## src/design/mrsm_pkg.sv

```systemverilog
// Package of the multi-ring saturating mixer: stream widths, codes, saturation limits,
// parameter defaults and the pointer-table command struct.
// No dependencies; every other file of the block but mrsm_ram imports it.
package mrsm_pkg;

  // Parameter defaults.
  localparam int DEF_RING_DEPTH   = 4096;
  localparam int DEF_NUM_SPEAKERS = 4;
  localparam int DEF_NUM_CHANNELS = 3;

  // Stream word widths.
  localparam int S_TDATA_W = 40;
  localparam int S_TUSER_W = 2;
  localparam int M_TDATA_W = 24;
  localparam int M_TUSER_W = 1;

  // Fixed field widths.
  localparam int SAMPLE_W = 16;
  localparam int LEN_W    = 13;

  // Saturation limits of the mixed sample.
  localparam int SAT_MAX = 32767;
  localparam int SAT_MIN = -32768;

  // Operation codes on the input stream.
  localparam logic OP_WRITE = 1'b0;
  localparam logic OP_READ  = 1'b1;

  // Result kinds on the output stream.
  localparam logic KIND_MIX    = 1'b0;
  localparam logic KIND_STATUS = 1'b1;

  // Commands to the pointer table.
  typedef struct packed {
    logic pop;     // advance the read pointer of the looked-up ring
    logic commit;  // load the write pointer of the commit ring
  } ptr_cmd_t;

endpackage

```

## src/design/mrsm_mix_acc.sv

```systemverilog
// Accumulator of popped samples with saturation of the sum to 16 bits.
// Depends on mrsm_pkg for sample width and saturation limits.
module mrsm_mix_acc #(
  parameter int NUM_SPEAKERS = mrsm_pkg::DEF_NUM_SPEAKERS
) (
  input  logic                                clk_i,
  input  logic                                rst_ni,
  input  logic                                clr_i,
  input  logic                                add_i,
  input  logic signed [mrsm_pkg::SAMPLE_W-1:0] sample_i,
  output logic signed [mrsm_pkg::SAMPLE_W-1:0] sum_o
);
  import mrsm_pkg::*;

  localparam int ACC_W = SAMPLE_W + $clog2(NUM_SPEAKERS) + 1;

  logic signed [ACC_W-1:0] acc_q, acc_d;

  always_comb begin
    acc_d = acc_q;
    if (clr_i) begin
      acc_d = '0;
    end else if (add_i) begin
      acc_d = acc_q + ACC_W'(sample_i);
    end
  end

  always_ff @(posedge clk_i or negedge rst_ni) begin
    if (!rst_ni) begin
      acc_q <= '0;
    end else begin
      acc_q <= acc_d;
    end
  end

  always_comb begin
    if (acc_q > $signed(ACC_W'(SAT_MAX))) begin
      sum_o = SAMPLE_W'(SAT_MAX);
    end else if (acc_q < $signed(ACC_W'(SAT_MIN))) begin
      sum_o = SAMPLE_W'(SAT_MIN);
    end else begin
      sum_o = acc_q[SAMPLE_W-1:0];
    end
  end

endmodule

```

## config.mk

```make
export PLATFORM = sky130hd
export DESIGN_NAME = mrsm_mix_acc
export DESIGN_NICKNAME = d
export VERILOG_FILES = /design/src/design/mrsm_pkg.sv /design/src/design/mrsm_mix_acc.sv
export SDC_FILE = /design/constraint.sdc
export NUM_CORES = 1
export LEC_CHECK = 0
export BUFFER_PORTS_ARGS = -buffer_cell sky130_fd_sc_hd__buf_4
export CAP_MARGIN = 20
export CORE_ASPECT_RATIO = 1.75
export CORE_MARGIN = 2
export CORE_UTILIZATION = 56
export DETAILED_ROUTE_END_ITERATION = 12
export HOLD_SLACK_MARGIN = 0.15
export PLACE_DENSITY = 0.91
export RECOVER_POWER = 100
export REMOVE_ABC_BUFFERS = 1
export SYNTH_ARGS = -nofsm -noshare
export SYNTH_HDL_FRONTEND = slang
export SYNTH_SLANG_ARGS = --single-unit
```

## constraint.sdc

```tcl
create_clock -name clk_i -period 2.5 [get_ports clk_i]
set_input_delay 0.625 -clock clk_i [delete_from_list [all_inputs] [get_ports clk_i]]
set_output_delay 0.625 -clock clk_i [all_outputs]
set_load 0.1 [all_outputs]
```

* Yosys cells after proc, flatten, opt, wreduce, memory -nomap -nowiden
Cells that the tools add are included.
** Cells by class
- Add/subtract/negate cells :: 1
- Magnitude comparators :: 2
- Multiplexer cells :: 4
- Reductions and logical operators :: 1
** Operators by type and width (count)
- 2-to-1 mux 19 bit :: 2
- 2-to-1 mux 16 bit :: 2
- adder 19 x 16 -> 19 bit :: 1
- greater-than comparator 19 x 16 -> 1 bit, second input constant :: 1
- less-than comparator 19 x 16 -> 1 bit, second input constant :: 1
- nonzero test 2 bit :: 1
** Word-level totals
- Flip-flop bits (word level) :: 19
- Input port bits :: 20
- Word-level logic and storage cells :: 9

* Depth between registers and ports, before layout
- Depth in word-level cells :: 3
- Gate-level depth with buffers :: 8
- Mapped depth without buffers :: 8

* Worst setup path before layout
OpenSTA, ideal clock, no wires.
- Path kind :: input-to-reg
- From :: input port sample_i[0] (netlist bit)
- To :: register acc_q[16]
- Setup time :: 126 ps
- Arrival time :: 2243 ps
- Data required time :: 2374 ps
- Path slack :: 131 ps
- Cell stages on the path :: 7
- Cell sequence :: ha_1 fa_1 a21oi_1 o211ai_1 a31oi_1 nor3_1 a311o_1
** Between the ends
- Word-level cells in the longest chain between the ends :: 3
** Ends and longest elaborated chain
- start, declared :: line mrsm_mix_acc.sv:10 : input logic signed [mrsm_pkg::SAMPLE_W-1:0] sample_i,
- adder 19 x 16 -> 19 bit :: line mrsm_mix_acc.sv:24 : acc_d = acc_q + ACC_W'(sample_i);
- 2-to-1 mux 19 bit :: line mrsm_mix_acc.sv:23 : end else if (add_i) begin
- 2-to-1 mux 19 bit :: line mrsm_mix_acc.sv:21 : if (clr_i) begin
- end signal, assigned :: line mrsm_mix_acc.sv:30 : acc_q <= '0;
- end signal, assigned :: line mrsm_mix_acc.sv:32 : acc_q <= acc_d;
- end, declared :: line mrsm_mix_acc.sv:17 : logic signed [ACC_W-1:0] acc_q, acc_d;
No other way between the ends. The select of a mux whose other input is x is not followed.
A chain may end at the register's enable or synchronous reset.

* Final worst setup path
- From :: input port sample_i[0] (netlist bit)
- To :: register acc_q[14]
The elaborated chain is that of the path after synthesis.

==> results.ini <==
[grt]
gr-total-overflow = 0
grt_first_pass_wirelength_mm = 8.68
grt_pass1_vias = 1950
antenna_found_initial = 0
track_usage = 0.279
grt_max_degree = 35

[clocking]
h-tree-depth = 1
clockRootBuffer = clkbuf_8
cts_setup_buffers = 0
cts_tree = built
clkSlewWorstSetupHoldPaths_ps = 80
clock_latency_ps = 270
cts.sinks = 19
clockBufferDepth = 2
cts_resized = 0
cts_made_buffers = 3
ctsHoldBuffers = 0

[setup_path]
cp_max_fo = 3
ff2ff_setup_slack_ps = 210
r2r_start = acc_q[0]$_DFFE_PN0P_
endpoint_kind = register
crit-reg2reg-capture = acc_q[14]$_DFFE_PN0P_
reg2reg_depth = 9
crit_top_cell = buf_4
worstPathCellList = buf_4 -> ha_1 -> fa_1 -> a21oi_2 -> o211ai_1 -> nand2_1 -> a2111oi_0 -> buf_4 -> nor2_1 -> a311o_1
crit_arrival_ps = 2480
critical-path-max-stage-delay_ps = 400
cp-start-kind = input port
worstSetupPathType = in2reg
cpMaxStageDelayCell = a2111oi_0
required_ps = 2660

[sta]
max_freq_mhz = 430
drv_slew = 0
finalHoldViolations = 0
setup_viol = 0
min_period_over_period = 0.930
post-route-min-period_ps = 2320
max_slew_margin = 0.222
whs_ps = 558
rsz0062_at_grt = false
tightest_slew_ps = 1170
skew_ps = 8.27

[power_and_ir_drop]
powerDensity_nw_per_um2 = 939
p_leak_nw = 1.08
max-vdd-ir-drop_mv = 1.00

[cells_and_area]
layout_common_cells = buf_4 (25), nor2_1 (22), dfrtp_1 (19)
regMostFlops = acc_q
drive_above_1_share = 0.225
n_antenna_cell = 0
fillers = 298
largest_reg_flops = 19
stdcell_count = 312
area_growth_pct = 16.0
nNetsFinal = 307
reg.largest.list = acc_q (19)
fin_area_um2 = 2290
final_common_cell = buf_4

[yosys]
syn_inst = 230
synth_edf_count = 0
syn_area_um2 = 1980
synthArstFlopShare = 1.00
yosys_most_used_dff = dfrtp_1
ys_seq_area_frac = 0.241
syn_avg_cell_area_um2 = 8.59
synth_cell_type_count = 53
synth_seq_cells = 19
yosys_warnings = 0

[floorplan]
die_area_um2 = 4040
start_util = 0.587
pin_count = 36
core_area_um2 = 3360
die_h_um = 82.6
die_x_um = 48.9
row_count = 28

[placed_design]
port_buffers = 35
post_dp_cell_area_um2 = 2290
dp.cells = 308
gp_congestion = 0.905
hpwl_mm = 3.79

[min_path]
hp-class = in2async

[status]
status = complete, no violations

[flow_run]
cap_violations = 0

[drt]
vias = 1958
drcViolationCount = 0
wl_per_cell_um = 16.8
ant_nets = 0
drtPass1Iterations = 4
postRouteWirelength_mm = 5.24
drt_iter0_markers = 60
via_per_inst = 6.28

==> layout make-up <==
class	instances	area, µm²	share of cell area
inverter	7	26.3	0.0115
tap	45	56.3	0.0246
clock buffer	3	41.3	0.0180
timing repair buffer	48	310	0.135
multi-input combinational	189	1380	0.601
sequential	19	475	0.208
clock inverter	1	5.00	0.00218
==> synthesized netlist by cell type (2+ instances only) <==
library cell	number	area, µm²
a21oi_1	18	90.1
or3_1	2	12.5
mux2i_1	6	60.1
nand3b_1	2	15.0
nor2b_1	3	18.8
buf_4	2	15.0
a211oi_1	3	22.5
nand4b_1	2	17.5
a41oi_1	2	17.5
a311o_1	2	20.0
o21a_1	16	120
a31oi_1	4	25.0
o32ai_1	2	17.5
xnor2_1	7	61.3
buf_6	3	33.8
nand2b_1	7	43.8
ha_1	18	225
o211ai_1	2	15.0
nand3_1	5	25.0
a21o_1	3	22.5
xor2_1	4	35.0
nor3_1	5	25.0
o22ai_1	4	25.0
nor2_1	22	82.6
inv_1	7	26.3
nor3b_1	2	15.0
o21bai_1	2	15.0
clkbuf_1	8	30.0
nand2_1	11	41.3
o21ai_0	8	40.0
and3_2	2	15.0
dfrtp_1	19	475
nand4_1	5	31.3
and4_1	3	26.3
==> routing by layer <==
metal | up-vias | share of wire | GRT usage
met5 | - | 0 | 0
li1 | 944 | - | -
met2 | 64 | 0.54 | 0.534
met3 | 19 | 0.036 | 0.0270
met4 | 0 | 0.043 | 0.180
met1 | 931 | 0.38 | 0.289
==> worst max path at each step <==
stage                                 end  slack (ps)                  start
global route        acc_q[14]$_DFFE_PN0P_          30            sample_i[0]
detailed placement  acc_q[16]$_DFFE_PN0P_        -150            sample_i[0]
global placement    acc_q[16]$_DFFE_PN0P_         -90            sample_i[0]
floorplan                        sum_o[0]        -380  acc_q[18]$_DFFE_PN0P_
CTS                 acc_q[16]$_DFFE_PN0P_         120            sample_i[0]
finish              acc_q[14]$_DFFE_PN0P_         180            sample_i[0]
==> logic make-up (layout without fill, tap and decap cells) <==
family | Yosys count | after routing | synth area share
multiplexers | 6 | 6 | 0.0304
AO/OA/AOI/OAI | 80 | 80 | 0.297
adder cells (fa/ha/maj) | 19 | 19 | 0.124
XOR/XNOR | 11 | 11 | 0.0488
AND/OR/NAND/NOR | 73 | 73 | 0.195
buffers and inverters | 22 | 59 | 0.0640
flip-flops | 19 | 19 | 0.241
==> metrics by stage <==
stage               total power [W]  TNS (ps)  utilization  setup WS (ps)
finish                      0.00215         0        0.681            176
floorplan                   0.00162     -5710            -           -381
global route                0.00225         0        0.681           33.9
CTS                         0.00221         0        0.695            121
global placement            0.00195      -211        0.682          -85.7
detailed placement          0.00198      -644        0.682           -151
==> where the power goes <==
group	total [W]	switching, W	internal [W]
combinational	0.00153	0.00114	0.000387
clock	0.000230	0.000118	0.000111
sequential	0.000395	0.0000435	0.000352
total	0.00215	0.00130	0.000850
==> critical path, delay by kind of cell <==
family	cells	cell delay, ps
adder cells (fa/ha/maj)	2	420
buffers and inverters	2	280
AND/OR/NAND/NOR	2	150
AO/OA/AOI/OAI	4	1010
Note: power is estimated with default switching activity, not from simulation.
