$ cat config.mk
export PLATFORM = sky130hd
export DESIGN_NAME = mrsm_ptr_tbl
export DESIGN_NICKNAME = d
export VERILOG_FILES = /design/src/design/mrsm_pkg.sv /design/src/design/mrsm_ptr_tbl.sv
export SDC_FILE = /design/constraint.sdc
export NUM_CORES = 1
export LEC_CHECK = 0
export BUFFER_PORTS_ARGS = -buffer_cell sky130_fd_sc_hd__buf_2
export CAP_MARGIN = 20
export CORE_MARGIN = 5
export CORE_UTILIZATION = 50
export DETAILED_ROUTE_END_ITERATION = 8
export PLACE_DENSITY = 0.67
export SLEW_MARGIN = 30
export SYNTH_ARGS = -nofsm -noshare
export SYNTH_HDL_FRONTEND = slang
export SYNTH_SLANG_ARGS = --single-unit
$ cat constraint.sdc
create_clock -name clk_i -period 10.7 [get_ports clk_i]
set_clock_uncertainty 0.05 [all_clocks]
set_input_delay 1.605 -clock clk_i [delete_from_list [all_inputs] [get_ports clk_i]]
set_output_delay 1.605 -clock clk_i [all_outputs]
set_load 0.03 [all_outputs]
$ cat src/design/mrsm_pkg.sv
// Package of the multi-ring saturating mixer: stream widths, codes, saturation limits,
// parameter defaults and the pointer-table command struct.
// No dependencies; every other file of the block but mrsm_ram imports it.
package mrsm_pkg;

  // Parameter defaults.
  localparam int DEF_RING_DEPTH   = 4096;
  localparam int DEF_NUM_SPEAKERS = 4;
  localparam int DEF_NUM_CHANNELS = 3;

  // Stream word widths.
  localparam int S_TDATA_W = 40;
  localparam int S_TUSER_W = 2;
  localparam int M_TDATA_W = 24;
  localparam int M_TUSER_W = 1;

  // Fixed field widths.
  localparam int SAMPLE_W = 16;
  localparam int LEN_W    = 13;

  // Saturation limits of the mixed sample.
  localparam int SAT_MAX = 32767;
  localparam int SAT_MIN = -32768;

  // Operation codes on the input stream.
  localparam logic OP_WRITE = 1'b0;
  localparam logic OP_READ  = 1'b1;

  // Result kinds on the output stream.
  localparam logic KIND_MIX    = 1'b0;
  localparam logic KIND_STATUS = 1'b1;

  // Commands to the pointer table.
  typedef struct packed {
    logic pop;     // advance the read pointer of the looked-up ring
    logic commit;  // load the write pointer of the commit ring
  } ptr_cmd_t;

endpackage

$ cat src/design/mrsm_ptr_tbl.sv
// Read and write pointers of every ring, with the fill level of the looked-up ring.
// Depends on mrsm_pkg for the command struct.
module mrsm_ptr_tbl #(
  parameter int RING_DEPTH = mrsm_pkg::DEF_RING_DEPTH,
  parameter int NUM_RINGS  = mrsm_pkg::DEF_NUM_SPEAKERS * mrsm_pkg::DEF_NUM_CHANNELS,
  parameter int RIDX_W     = (NUM_RINGS > 1) ? $clog2(NUM_RINGS) : 1,
  parameter int PW         = $clog2(2 * RING_DEPTH)
) (
  input  logic              clk_i,
  input  logic              rst_ni,
  input  mrsm_pkg::ptr_cmd_t cmd_i,
  input  logic [RIDX_W-1:0] idx_i,
  input  logic [RIDX_W-1:0] commit_idx_i,
  input  logic [PW-1:0]     commit_ptr_i,
  output logic [PW-1:0]     rd_ptr_o,
  output logic [PW-1:0]     wr_ptr_o,
  output logic [PW-1:0]     fill_o
);
  import mrsm_pkg::*;

  localparam int SPAN = 2 * RING_DEPTH;

  logic [PW-1:0] rp_q [NUM_RINGS];
  logic [PW-1:0] wp_q [NUM_RINGS];
  logic          idx_ok;
  logic [PW-1:0] rp_nx;
  logic [PW:0]   diff;

  assign idx_ok   = int'(idx_i) < NUM_RINGS;
  assign rd_ptr_o = idx_ok ? rp_q[idx_i] : '0;
  assign wr_ptr_o = idx_ok ? wp_q[idx_i] : '0;
  assign rp_nx    = (rd_ptr_o == PW'(SPAN - 1)) ? '0 : rd_ptr_o + 1'b1;

  // Fill level, both pointers counting modulo twice the ring depth.
  always_comb begin
    if (wr_ptr_o >= rd_ptr_o) begin
      diff = {1'b0, wr_ptr_o} - {1'b0, rd_ptr_o};
    end else begin
      diff = {1'b0, wr_ptr_o} + (PW+1)'(SPAN) - {1'b0, rd_ptr_o};
    end
  end
  assign fill_o = diff[PW-1:0];

  always_ff @(posedge clk_i or negedge rst_ni) begin
    if (!rst_ni) begin
      for (int i = 0; i < NUM_RINGS; i++) begin
        rp_q[i] <= '0;
        wp_q[i] <= '0;
      end
    end else begin
      if (cmd_i.pop && idx_ok) begin
        rp_q[idx_i] <= rp_nx;
      end
      if (cmd_i.commit && (int'(commit_idx_i) < NUM_RINGS)) begin
        wp_q[commit_idx_i] <= commit_ptr_i;
      end
    end
  end

endmodule

**After elaboration in Yosys (flattened, before gate mapping)**

Index checks and enable logic that the tools add are counted.

- Output and inout port bits: 39
- Flip-flop bits (word level): 312
- Input bits: 25

- Reduce and logical (&&, ||, !) cells: 4
- Add/subtract/negate cells: 4
- Order comparisons: 7
- Equal/unequal tests: 1
- Bitwise gates (word level): 2
- Multiplexer cells: 16

Operators by type and width:

| cell | count |
|---|---|
| bitwise mux 156 bit | 2 |
| 2-to-1 mux 13 bit | 10 |
| binary-select mux 13 bit (select 4 bit) | 2 |
| demux 13 bit (select 4 bit) | 2 |
| adder 13 x 1 -> 13 bit, second input constant | 2 |
| subtractor 13 bit | 2 |
| equality test 13 bit, second input constant | 1 |
| greater-or-equal comparator 13 bit | 1 |
| greater-or-equal comparator 5 bit, second input constant | 2 |
| less-than comparator 5 x 1 -> 1 bit, second input constant | 2 |
| inverter 4 -> 5 bit | 2 |
| less-than comparator 4 bit, second input constant | 2 |
| logical AND 1 bit | 4 |

**Longest topological paths before layout**

Gate-level depths: netlist of run 1.

- Word-level depth: 8
- Depth in mapped cells: 19

**Worst setup path before layout of run 1**

No wires, ideal clock.

- Path type: input -> output
- Start: input idx_i[0]
- End: output fill_o[10]
- Slack: 3.184 ns
- Required time: 9.045 ns
- Data arrival time: 5.861 ns
- Buffers on the path: 6
- Stages: 15
- Path through: buf_6 buf_12 buf_8 buf_4 buf_4 buf_1 mux4_2 mux2i_1 o21ai_0 ha_1 o2111ai_1 and4b_1 o31ai_1 a211oi_1 nor3_1

- Cells in the longest elaborated chain, start to end: 8
- Elaborated cells between the ends (all ways): 15
- Classes of those cells: add/sub (3); order compare (2); mux (9); bitwise (1)

RTL lines:

| element | RTL line | RTL |
|---|---|---|
| start, declared | mrsm_ptr_tbl.sv:12 | `input logic [RIDX_W-1:0] idx_i,` |
| inverter 4 -> 5 bit (not written as such) | mrsm_ptr_tbl.sv:31 | `assign wr_ptr_o = idx_ok ? wp_q[idx_i] : '0;` |
| binary-select mux 13 bit (select 4 bit) | mrsm_ptr_tbl.sv:31 |  |
| 2-to-1 mux 13 bit (not written as such) (2 in a row) | mrsm_ptr_tbl.sv:31 |  |
| 2-to-1 mux 13 bit * | mrsm_ptr_tbl.sv:31 |  |
| net wr_ptr_o[3] | mrsm_ptr_tbl.sv:16 | `output logic [PW-1:0] wr_ptr_o,` |
| adder 13 x 1 -> 13 bit | mrsm_ptr_tbl.sv:39 | `diff = {1'b0, wr_ptr_o} + (PW+1)'(SPAN) - {1'b0, rd_ptr_o};` |
| subtractor 13 bit | mrsm_ptr_tbl.sv:39 |  |
| 2-to-1 mux 13 bit * | mrsm_ptr_tbl.sv:36 | `if (wr_ptr_o >= rd_ptr_o) begin` |
| end, declared | mrsm_ptr_tbl.sv:17 | `output logic [PW-1:0] fill_o` |

The timed path passes the listed nets; every way through them passes the cells marked *. The select of a mux whose other input is x is not followed.

**Worst setup path after layout of run 1**

- Start: input idx_i[0]
- End: output fill_o[12]

- Cells in the longest elaborated chain, start to end: 8
- Elaborated cells between the ends (all ways): 15
- Classes of those cells: add/sub (3); order compare (2); mux (9); bitwise (1)

RTL lines:

| element | RTL line |
|---|---|
| inverter 4 -> 5 bit (not written as such) | mrsm_ptr_tbl.sv:30, mrsm_ptr_tbl.sv:31 |
| binary-select mux 13 bit (select 4 bit) | mrsm_ptr_tbl.sv:31 |
| 2-to-1 mux 13 bit (not written as such) (2 in a row) | mrsm_ptr_tbl.sv:31 |
| 2-to-1 mux 13 bit | mrsm_ptr_tbl.sv:31 |
| adder 13 x 1 -> 13 bit | mrsm_ptr_tbl.sv:39 |
| subtractor 13 bit | mrsm_ptr_tbl.sv:39 |
| 2-to-1 mux 13 bit * | mrsm_ptr_tbl.sv:36 |

Mark *: on every way between the ends. The rest lies on a longest branch, timed or not. The select of a mux whose other input is x is not followed.

==> results of run 1 <==
## worst max-delay path by stage
stage	from	to	slack, ps	cells after the start
floorplan	idx_i[0]	fill_o[10]	3180	15
global route	idx_i[0]	fill_o[12]	2920	15
CTS	idx_i[0]	fill_o[12]	3240	15
global placement	idx_i[0]	fill_o[12]	3090	15
finish	idx_i[0]	fill_o[12]	3310	15
detailed placement	idx_i[0]	fill_o[12]	3250	15
## critical path: cells and delay by family
kind | cells | cell delay, ps
buf+inv | 4 | 1110
fa+ha+maj | 3 | 840
compound gates | 2 | 400
mux | 2 | 720
simple gates | 4 | 1010
## cells by family (layout without fill, tap and decap cells)
logic type               Yosys count  count (layout)  synth area share
AO/OA/AOI/OAI                    104             104            0.0442
buffers and inverters            112             173            0.0364
AND/OR/NAND/NOR                  200             200            0.0619
flip-flops                       312             312             0.514
XOR/XNOR                          20              20            0.0115
adder cells (fa/ha/maj)           14              14            0.0118
multiplexers                     360             360             0.320
other                              0               1                 0
## cell usage in the layout (no fill, tap or decap), drive strengths merged, types with 3 or more instances in the layout
cell type and n:
a21oi 11, and3 7, buf 90, bufinv 4, clkbuf 52, clkinv 6, dfrtp 312, ha 11
inv 21, mux2 256, mux2i 33, mux4 71, nand2 107, nand2b 12, nand3 6, nand3b 6
nand4 3, nor2 30, nor2b 4, nor3 6, o21ai 47, o31ai 30, or3 9, xnor2 18
## final cells by class
| type | count | area, um2 |
|---|---|---|
| repair buffers | 90 | 601 |
| clock inverters | 8 | 140 |
| clock buffers | 52 | 1060 |
| well taps | 390 | 488 |
| diodes | 1 | 2.50 |
| fillers | 2422 | 12800 |
| flip-flops and latches | 312 | 7810 |
| multi-input cells | 698 | 6830 |
| inverters | 23 | 92.6 |
## per-layer routing
| metal | routed length (um) | global-route usage |
|---|---|---|
| met4 | 775 | 0.0541 |
| met5 | 21 | 0 |
| met3 | 1400 | 0.0328 |
| met1 | 16000 | 0.307 |
| met2 | 18000 | 0.364 |
## state kept, by name, indices dropped and copies added (netlist names)
name  cells
rp_q    156
wp_q    156
## stage by stage
step	setup WS (ps)	utilization	instances	hold WS (ps)	total power (uW)
after floorplan	3180	-	1122	391	2030
after global placement	3090	0.527	1508	405	2220
after detailed placement	3250	0.530	1511	411	2250
after CTS	3240	0.570	1571	425	3500
after global routing	2920	0.571	1574	443	3630
final	3310	0.571	1574	423	3470
## power breakdown
group          switching, uW  total, uW  leakage (uW)  internal (uW)
registers               94.4       1470       0.00403           1380
logic                    404        750       0.00309            346
clock network            466       1250      0.000594            780
total                    964       3470       0.00772           2500
==> metrics.cfg, run 1 <==
[synth]
synth_common_cells=sky130_fd_sc_hd__dfrtp_1 (312), sky130_fd_sc_hd__mux2_2 (245), sky130_fd_sc_hd__nand2_1 (107)
ys_seq_area_frac=0.514
yosys.cell_count.top_type=sky130_fd_sc_hd__dfrtp_1
avgSynthCellArea_um2=13.5
yosysWarningCount=0
async_sr_flop_fraction=1.00
synth_largest_type_area_fraction=0.514
yosysTopAreaCell=sky130_fd_sc_hd__dfrtp_1
synth_ff_type=sky130_fd_sc_hd__dfrtp_1
synth.net_count=1159
syn-cell-area_um2=15200
netlist-cell-type-count=57
ys_ff_latch=312
synth-edff-count=0
post_synth_main_area_contributors=sky130_fd_sc_hd__dfrtp_1 (51%), sky130_fd_sc_hd__mux2_2 (18%), sky130_fd_sc_hd__mux4_2 (11%)
postSynthCellCount=1122

[global_routing]
grt.overflow.total=0
grt_start_max_net_pins=177
track_usage=0.219
via_count_of_the_first_global_routing_pass=9698
number_of_antenna_violations_at_the_first_check_in_global_routing=3
first_pass_grt_wire_length_mm=57.7

[worst_hold_path]
holdCritPathClass=flip-flop to flip-flop
holdPathStages=2
timing.hold.worst.start=rp_q[117]
worstHoldEndpoint=rp_q[117]

[cts]
tritoncts=yes
clk_transition_reported_paths_ps=60
postCtsHoldBufs=0
post_cts_buffers=0
cts_inserted_buffers=34
ctsRootBufferMaster=sky130_fd_sc_hd__clkbuf_16
cts_resized=0
numClockSinks=312
worst_skew_pair.late_latency_ps=510
clock_tree.htree_level_count=2
clock_path_buffers=3

[die]
chipWidth_um=184
core-area_um2=29800
placementRows=63
dieArea_um2=33900
io_pins=64
initial_utilization=0.509
die_h_um=184

[flow_run]
max-cap-violations=0

[setup_path]
setup.reg_to_reg.worst_slack_ps=6650
reg2reg_to=rp_q[152]
critical_path_required_ps=9050
critical_path_class=primary input to output pin
worstSetupStartpointType=primary input
worstReg2RegStart=rp_q[130]
critical_path_arrival_ps=5730
cp_capture_type=output pin
worstPathMaxFanout=51
timing.critical_path.slowest_cell_delay_ps=590
timing.critical_path.slowest_stage_cell=sky130_fd_sc_hd__mux4_2
worst-r2r-cell-count=12
critical_path.cell_chain=buf_6, mux4_2, mux2i_1, o21ai_0, buf_4, ha_1, fa_1, inv_1, maj3_2, o2111ai_1, and4b_1, nor3_2, nor3_1, or3b_1, buf_2

[detailed_routing]
ant_nets=0
initialDrtViolationCount=551
routed-via-count=9220
drt_first_pass_iters=5
post_drt_via_cell_ratio=5.86
drt-wirelength-per-cell_um=23.0
remaining_drc_errors=0
routed_wl_mm=36.2

[status]
run_status=finished, final reports clean

[timing]
tightest_slew_ps=974
slew_viol_final=0
timing.setup.tns_ps=0
period_share=0.690
slew_headroom=0.351
rsz0062_at_grt=no
finalSetupViolCount=0
finalWorstPathRequiredPeriod_ps=7390
timing_hold_violations_final=0
max_freq_ghz=0.135

[pwr]
power_density_nw_per_um2=204
total_leakage_power_uw=0.00772
worst_ir_drop_vdd_v=0.000170

[layout]
stdcell_area_um2=17000
num-nets-final=1196
final_layout_size_suffix_gt1_frac=0.409
area_growth_pct=12.2

[placed_design]
port_buffers=63
post_dp_cell_area_um2=15800
routabilityCongestion=0.835
hpwlAfterDp_mm=22.4

No activity file was read; power rests on OpenSTA's default activity.
==> run 2, diff against run 1 <==
==> constraint.sdc (replaced) <==
create_clock -name clk_i -period 7.6 [get_ports clk_i]
set_clock_uncertainty 0.05 [all_clocks]
set_input_delay 1.14 -clock clk_i [delete_from_list [all_inputs] [get_ports clk_i]]
set_output_delay 1.14 -clock clk_i [all_outputs]
set_load 0.03 [all_outputs]
==> metrics.cfg, run 2 (synthesized netlist as in run 1, its figures left out) <==
[layout]
seq_area_um2=7810  ; unchanged
mostFrequentLayoutCell=sky130_fd_sc_hd__dfrtp_1
layout_common_cells=sky130_fd_sc_hd__dfrtp_1 (312), sky130_fd_sc_hd__mux2_2 (245), sky130_fd_sc_hd__nand2_1 (106)
multi_input_comb_area_um2=6830  ; about the same
num-nets-final=1201  ; +0.42%
reg_top3=rp_q x156, wp_q x156
final_layout_size_suffix_gt1_frac=0.408  ; -0.00122
stdcell_area_um2=17000  ; -0.39%
number_of_antenna_diodes=0  ; -1
area_growth_pct=11.7
final.fill_count=2405  ; -0.70%

[timing]
slew_headroom=0.390  ; +0.0390
timing.setup.tns_ps=0  ; unchanged
tightest_slew_ps=909  ; -65.0 ps
timing.final.ws_setup_ps=1470  ; -1850 ps
finalSetupViolCount=0  ; unchanged
rsz0062_at_grt=no
slew_viol_final=0  ; unchanged
finalWorstPathRequiredPeriod_ps=6130
timing_hold_violations_final=0  ; unchanged
period_share=0.807
max_freq_ghz=0.163

[die]
io_pins=64  ; unchanged
placementRows=63  ; unchanged
initial_utilization=0.509  ; unchanged
core-area_um2=29800  ; unchanged
chipWidth_um=184  ; unchanged
die_h_um=184  ; unchanged
dieArea_um2=33900  ; unchanged

[pwr]
power_density_nw_per_um2=285  ; +40%
design_power_total_uw=4830  ; +39%
worst_ir_drop_vdd_v=0.000212  ; +25%
total_leakage_power_uw=0.00768  ; -0.49%

[cts]
worst_skew_pair.late_latency_ps=510  ; about the same
cts_inserted_buffers=36  ; +5.9%
clk_transition_reported_paths_ps=60  ; about the same
tritoncts=yes
post_cts_buffers=0  ; unchanged
ctsRootBufferMaster=sky130_fd_sc_hd__clkbuf_16
clock_path_buffers=3  ; unchanged
postCtsHoldBufs=0  ; unchanged
numClockSinks=312  ; unchanged
clock_tree.htree_level_count=2  ; unchanged
cts_resized=0  ; unchanged

[detailed_routing]
drt_first_pass_iters=5  ; unchanged
initialDrtViolationCount=549  ; -0.36%
routed-via-count=9321  ; +1.1%
routed_wl_mm=36.2  ; +0.14%
ant_nets=0  ; unchanged
post_drt_via_cell_ratio=5.90  ; +0.78%
drt-wirelength-per-cell_um=23.0  ; -0.18%
remaining_drc_errors=0  ; unchanged

[global_routing]
track_usage=0.220  ; +0.00104
number_of_antenna_violations_at_the_first_check_in_global_routing=3  ; unchanged
via_count_of_the_first_global_routing_pass=9864  ; +1.7%
first_pass_grt_wire_length_mm=58.3  ; +1.1%
grt.overflow.total=0  ; unchanged
grt_start_max_net_pins=109  ; -38%

[setup_path]
worstPathMaxFanout=35  ; -31%
worstSetupStartpointType=primary input
setup.reg_to_reg.worst_slack_ps=3870  ; -2780 ps
cp_capture_type=output pin
critical_path_arrival_ps=4940  ; -790 ps
critical_path_class=primary input to output pin
critical_path_required_ps=6410  ; -2640 ps

[flow_run]
max-cap-violations=0  ; unchanged

[placed_design]
routabilityCongestion=0.871  ; +4.3%
dp_worst_setup_slack_ps=1460  ; -1800 ps
post_dp_cell_area_um2=15800  ; about the same
hpwlAfterDp_mm=23.2  ; +3.5%
port_buffers=63  ; unchanged

[status]
run_status=finished, final reports clean

[worst_hold_path]
holdCritPathClass=flip-flop to flip-flop

## run 2: per-stage QoR
step,utilization,std cells,hold WS [ps]
5_1_grt,0.569,1579,448
3_5_place_dp,0.530,1515,411
3_3_place_gp,0.529,1513,404
6_report,0.569,1579,424
4_1_cts,0.569,1578,425
2_1_floorplan,-,1122,391
## run 2: critical path, cell delays in order
cell	delay [ps]
sky130_fd_sc_hd__buf_4	490
sky130_fd_sc_hd__buf_4	500
sky130_fd_sc_hd__mux4_2	300
sky130_fd_sc_hd__mux2i_1	80
sky130_fd_sc_hd__o21ai_1	520
sky130_fd_sc_hd__inv_1	170
sky130_fd_sc_hd__ha_1	390
sky130_fd_sc_hd__and3_1	200
sky130_fd_sc_hd__and4b_1	250
sky130_fd_sc_hd__o31ai_1	270
sky130_fd_sc_hd__a211oi_1	120
sky130_fd_sc_hd__nor3_1	250
sky130_fd_sc_hd__buf_2	260
## run 2: metal layers
metal  vias to the layer above  global-route usage  share of wire
met1                      4894               0.303           0.43
met3                        72              0.0359          0.045
met2                       187               0.368           0.50
met5                         -                   0        0.00091
li1                       4162                   -              -
met4                         6              0.0565          0.025
## run 2: where the power goes
group	internal (uW)	total [uW]	switching (uW)	leakage, uW
clock network	1020	1690	674	0.000560
registers	1940	2070	135	0.00403
logic	487	1060	577	0.00309
total	3440	4830	1390	0.00768
## run 2: final timing paths
check                          start    endpoint  cells past startpoint
max                         idx_i[0]  fill_o[10]                     13
min                        rp_q[118]   rp_q[118]                      2
max in group asynchronous     rst_ni   wp_q[141]                      2
min in group asynchronous     rst_ni   rp_q[144]                      1
min reg2reg                rp_q[118]   rp_q[118]                      2
max reg2reg                rp_q[130]   rp_q[102]                     12
## run 2: final cells by class
class / instances / area share
well taps: 390 / 0.0288
repair buffers: 93 / 0.0344
clock inverters: 8 / 0.00657
clock buffers: 55 / 0.0615
multi-input cells: 698 / 0.403
inverters: 23 / 0.00546
flip-flops and latches: 312 / 0.460
==> run 3, diff against run 2 <==
--- a/config.mk
+++ b/config.mk
@@ -5,12 +5,13 @@
 export SDC_FILE = /design/constraint.sdc
 export NUM_CORES = 1
 export LEC_CHECK = 0
+export ABC_AREA = 1
 export BUFFER_PORTS_ARGS = -buffer_cell sky130_fd_sc_hd__buf_2
 export CAP_MARGIN = 20
 export CORE_MARGIN = 5
 export CORE_UTILIZATION = 50
 export DETAILED_ROUTE_END_ITERATION = 8
-export PLACE_DENSITY = 0.67
+export PLACE_DENSITY = 0.69
 export SLEW_MARGIN = 30
 export SYNTH_ARGS = -nofsm -noshare
 export SYNTH_HDL_FRONTEND = slang
==> constraint.sdc (replaced) <==
create_clock -name clk_i -period 5.2 [get_ports clk_i]
set_clock_uncertainty 0.05 [all_clocks]
set_input_delay 0.78 -clock clk_i [delete_from_list [all_inputs] [get_ports clk_i]]
set_output_delay 0.78 -clock clk_i [all_outputs]
set_load 0.03 [all_outputs]
==> metrics.cfg, run 3 <==
[status]
run_status=finished, final reports clean

[synth]
ys_seq_area_frac=0.518  ; +0.00359
ys_ff_latch=312  ; unchanged
yosysWarningCount=0  ; unchanged
synth-edff-count=0  ; unchanged
synth.net_count=1911  ; +65%
avgSynthCellArea_um2=8.04  ; -41%
yosys.cell_count.top_type=sky130_fd_sc_hd__nand2_1
netlist-cell-type-count=42  ; -26%
synth_top_family_by_area=simple AND/OR/NAND/NOR gates
yosysTopAreaCell=sky130_fd_sc_hd__dfrtp_1
synth-compound-area-share=0.134  ; +0.0895
yosys-mux-area-fraction=0  ; -0.320
post_synth_main_area_contributors=sky130_fd_sc_hd__dfrtp_1 (52%), sky130_fd_sc_hd__nand2_1 (18%), sky130_fd_sc_hd__o21ai_0 (6.1%)
synth-xor-area-share=0.00581  ; -0.00573
synth_ff_type=sky130_fd_sc_hd__dfrtp_1
syn-cell-area_um2=15100  ; -0.69%
adder_cell_area_share_of_the_yosys_netlist=0.0105  ; -0.00133
synth_common_cells=sky130_fd_sc_hd__nand2_1 (719), sky130_fd_sc_hd__dfrtp_1 (312), sky130_fd_sc_hd__o21ai_0 (184)
synth-simple-area-share=0.270  ; +0.208
postSynthCellCount=1874  ; +67%
synth_largest_type_area_fraction=0.518  ; +0.00359
async_sr_flop_fraction=1.00  ; unchanged

[placed_design]
hpwlAfterDp_mm=29.5  ; +27%
routabilityCongestion=0.938  ; +7.7%
port_buffers=63  ; unchanged
dp_worst_setup_slack_ps=495  ; -961 ps

[setup_path]
cp_capture_type=output pin
critical_path_class=primary input to output pin
critical_path_required_ps=4370  ; -2040 ps
setup.reg_to_reg.worst_slack_ps=2430  ; -1440 ps
worstSetupStartpointType=primary input
reg2reg_to=rp_q[100]
worst-r2r-cell-count=13  ; +1
critical_path_arrival_ps=3960  ; -980 ps
worstPathMaxFanout=18  ; -49%
worstReg2RegStart=rp_q[39]

[global_routing]
track_usage=0.266  ; +0.0457
via_count_of_the_first_global_routing_pass=12952  ; +31%
number_of_antenna_violations_at_the_first_check_in_global_routing=0  ; -3
grt.overflow.total=0  ; unchanged
first_pass_grt_wire_length_mm=71.6  ; +23%
grt_start_max_net_pins=175  ; +61%

[layout]
mostFrequentLayoutCell=sky130_fd_sc_hd__nand2_1
final_layout_size_suffix_gt1_frac=0.110  ; -0.298
reg_top3=rp_q x156, wp_q x156
layout_common_cells=sky130_fd_sc_hd__nand2_1 (718), sky130_fd_sc_hd__dfrtp_1 (312), sky130_fd_sc_hd__o21ai_0 (184)
num-nets-final=1936  ; +61%
area_growth_pct=11.9
number_of_antenna_diodes=0  ; unchanged

[flow_run]
max-cap-violations=0  ; unchanged

[timing]
timing_hold_violations_final=0  ; unchanged
slew_headroom=0.375  ; -0.0149
period_share=0.922
rsz0062_at_grt=no
max_freq_ghz=0.209
timing.setup.tns_ps=0  ; unchanged
slew_viol_final=0  ; unchanged
finalSetupViolCount=0  ; unchanged
tightest_slew_ps=936  ; +26.7 ps
timing.final.ws_setup_ps=408  ; -1060 ps
finalWorstPathRequiredPeriod_ps=4790
hold_slack_ps=133  ; -291 ps

[cts]
cts_inserted_buffers=35  ; -2.8%
clock_tree.htree_level_count=2  ; unchanged
worst_skew_pair.late_latency_ps=520  ; about the same
clock_path_buffers=3  ; unchanged
numClockSinks=312  ; unchanged
ctsRootBufferMaster=sky130_fd_sc_hd__clkbuf_16
tritoncts=yes
cts_resized=0  ; unchanged
post_cts_buffers=0  ; unchanged
postCtsHoldBufs=0  ; unchanged
clk_transition_reported_paths_ps=60  ; about the same

[worst_hold_path]
holdCritPathClass=primary input to asynchronous set/reset pin

[detailed_routing]
ant_nets=0  ; unchanged
post_drt_via_cell_ratio=5.75  ; -2.6%
initialDrtViolationCount=1437  ; +160%
routed-via-count=13310  ; +43%
routed_wl_mm=44.8  ; +24%
remaining_drc_errors=0  ; unchanged
drt_first_pass_iters=6  ; +1
drt-wirelength-per-cell_um=19.3  ; -16%

[die]
initial_utilization=0.507  ; -0.00219
placementRows=63  ; unchanged
dieArea_um2=33700  ; -0.66%
chipWidth_um=184  ; -0.33%
io_pins=64  ; unchanged
core-area_um2=29700  ; -0.26%
die_h_um=184  ; -0.33%

[pwr]
total_leakage_power_uw=0.00837  ; +8.9%
worst_ir_drop_vdd_v=0.000309  ; +46%
design_power_total_uw=6850  ; +42%
power_density_nw_per_um2=406  ; +43%

run 3: cell types whose count changed in the layout (fill, tap and decap cells not counted), moves of 61 or more:
cell,before,now
sky130_fd_sc_hd__nand3_1,4,101
sky130_fd_sc_hd__mux2_2,245,0
sky130_fd_sc_hd__mux4_2,71,0
sky130_fd_sc_hd__o21ai_0,37,184
sky130_fd_sc_hd__nand2_1,106,718
sky130_fd_sc_hd__inv_1,21,82
run 3: metrics by stage:
| step | cells | instance area, um2 | utilization |
|---|---|---|---|
| 6_report | 2316 | 16900 | 0.567 |
| 5_1_grt | 2316 | 16900 | 0.567 |
| 4_1_cts | 2315 | 16800 | 0.566 |
| 3_5_place_dp | 2251 | 15600 | 0.526 |
| 3_3_place_gp | 2251 | 15600 | 0.525 |
| 2_1_floorplan | 1874 | 15100 | - |
run 3: power breakdown:
| group | total, uW | internal, uW | switching (uW) | leakage, uW |
|---|---|---|---|---|
| combinational | 1290 | 416 | 877 | 0.00372 |
| clock | 2580 | 1570 | 1010 | 0.000592 |
| sequential | 2970 | 2780 | 189 | 0.00406 |
run 3: kinds of logic (layout without fill, tap and decap cells):
| logic type | after synthesis | after routing |
|---|---|---|
| and+or+nand+nor | 975 | 975 |
| AOI/OAI and AO/OA | 357 | 357 |
| DFF | 312 | 312 |
| buffers and inverters | 208 | 260 |
| adders and majority gates | 12 | 12 |
| xor gates and xnor gates | 10 | 10 |
run 3: how the worst max path moves through the flow:
stage             start    endpoint  depth (start not counted)
3_5_place_dp   idx_i[1]   fill_o[6]                         20
6_report       idx_i[1]   fill_o[6]                         20
3_3_place_gp   idx_i[0]  fill_o[12]                         18
4_1_cts        idx_i[1]   fill_o[6]                         20
2_1_floorplan  idx_i[0]   fill_o[8]                         13
5_1_grt        idx_i[0]  fill_o[12]                         18
run 3: final cells by class:
type                       count  area [um2]
clock buffer                  55        1070
multi-input combinational   1354        6360
timing repair buffer          97         617
tap                          390         488
fill                        2718       12900
sequential                   312        7810
clock inverter                 9         138
inverter                      99         374
run 3: layer usage:
metal | vias to the layer above | track usage | share of wire
met5 | - | 0 | 0
met4 | 0 | 0.111 | 0.046
met3 | 118 | 0.0390 | 0.068
met2 | 568 | 0.425 | 0.46
met1 | 6409 | 0.366 | 0.43
li1 | 6215 | - | -
run 3: worst max-delay path: stages:
cell and delay [ps]:
sky130_fd_sc_hd__buf_2 150, sky130_fd_sc_hd__inv_2 220, sky130_fd_sc_hd__nor2_4 170, sky130_fd_sc_hd__buf_4 240, sky130_fd_sc_hd__nand2_1 70, sky130_fd_sc_hd__nand2_1 50
sky130_fd_sc_hd__inv_2 50, sky130_fd_sc_hd__a31oi_2 90, sky130_fd_sc_hd__nor2_4 170, sky130_fd_sc_hd__inv_2 80, sky130_fd_sc_hd__ha_1 230, sky130_fd_sc_hd__fa_1 410
sky130_fd_sc_hd__inv_1 110, sky130_fd_sc_hd__nand2_1 50, sky130_fd_sc_hd__nand3b_1 150, sky130_fd_sc_hd__nand2_1 150, sky130_fd_sc_hd__nand2_1 70, sky130_fd_sc_hd__nand2_1 90
sky130_fd_sc_hd__xor2_1 320, sky130_fd_sc_hd__buf_2 270
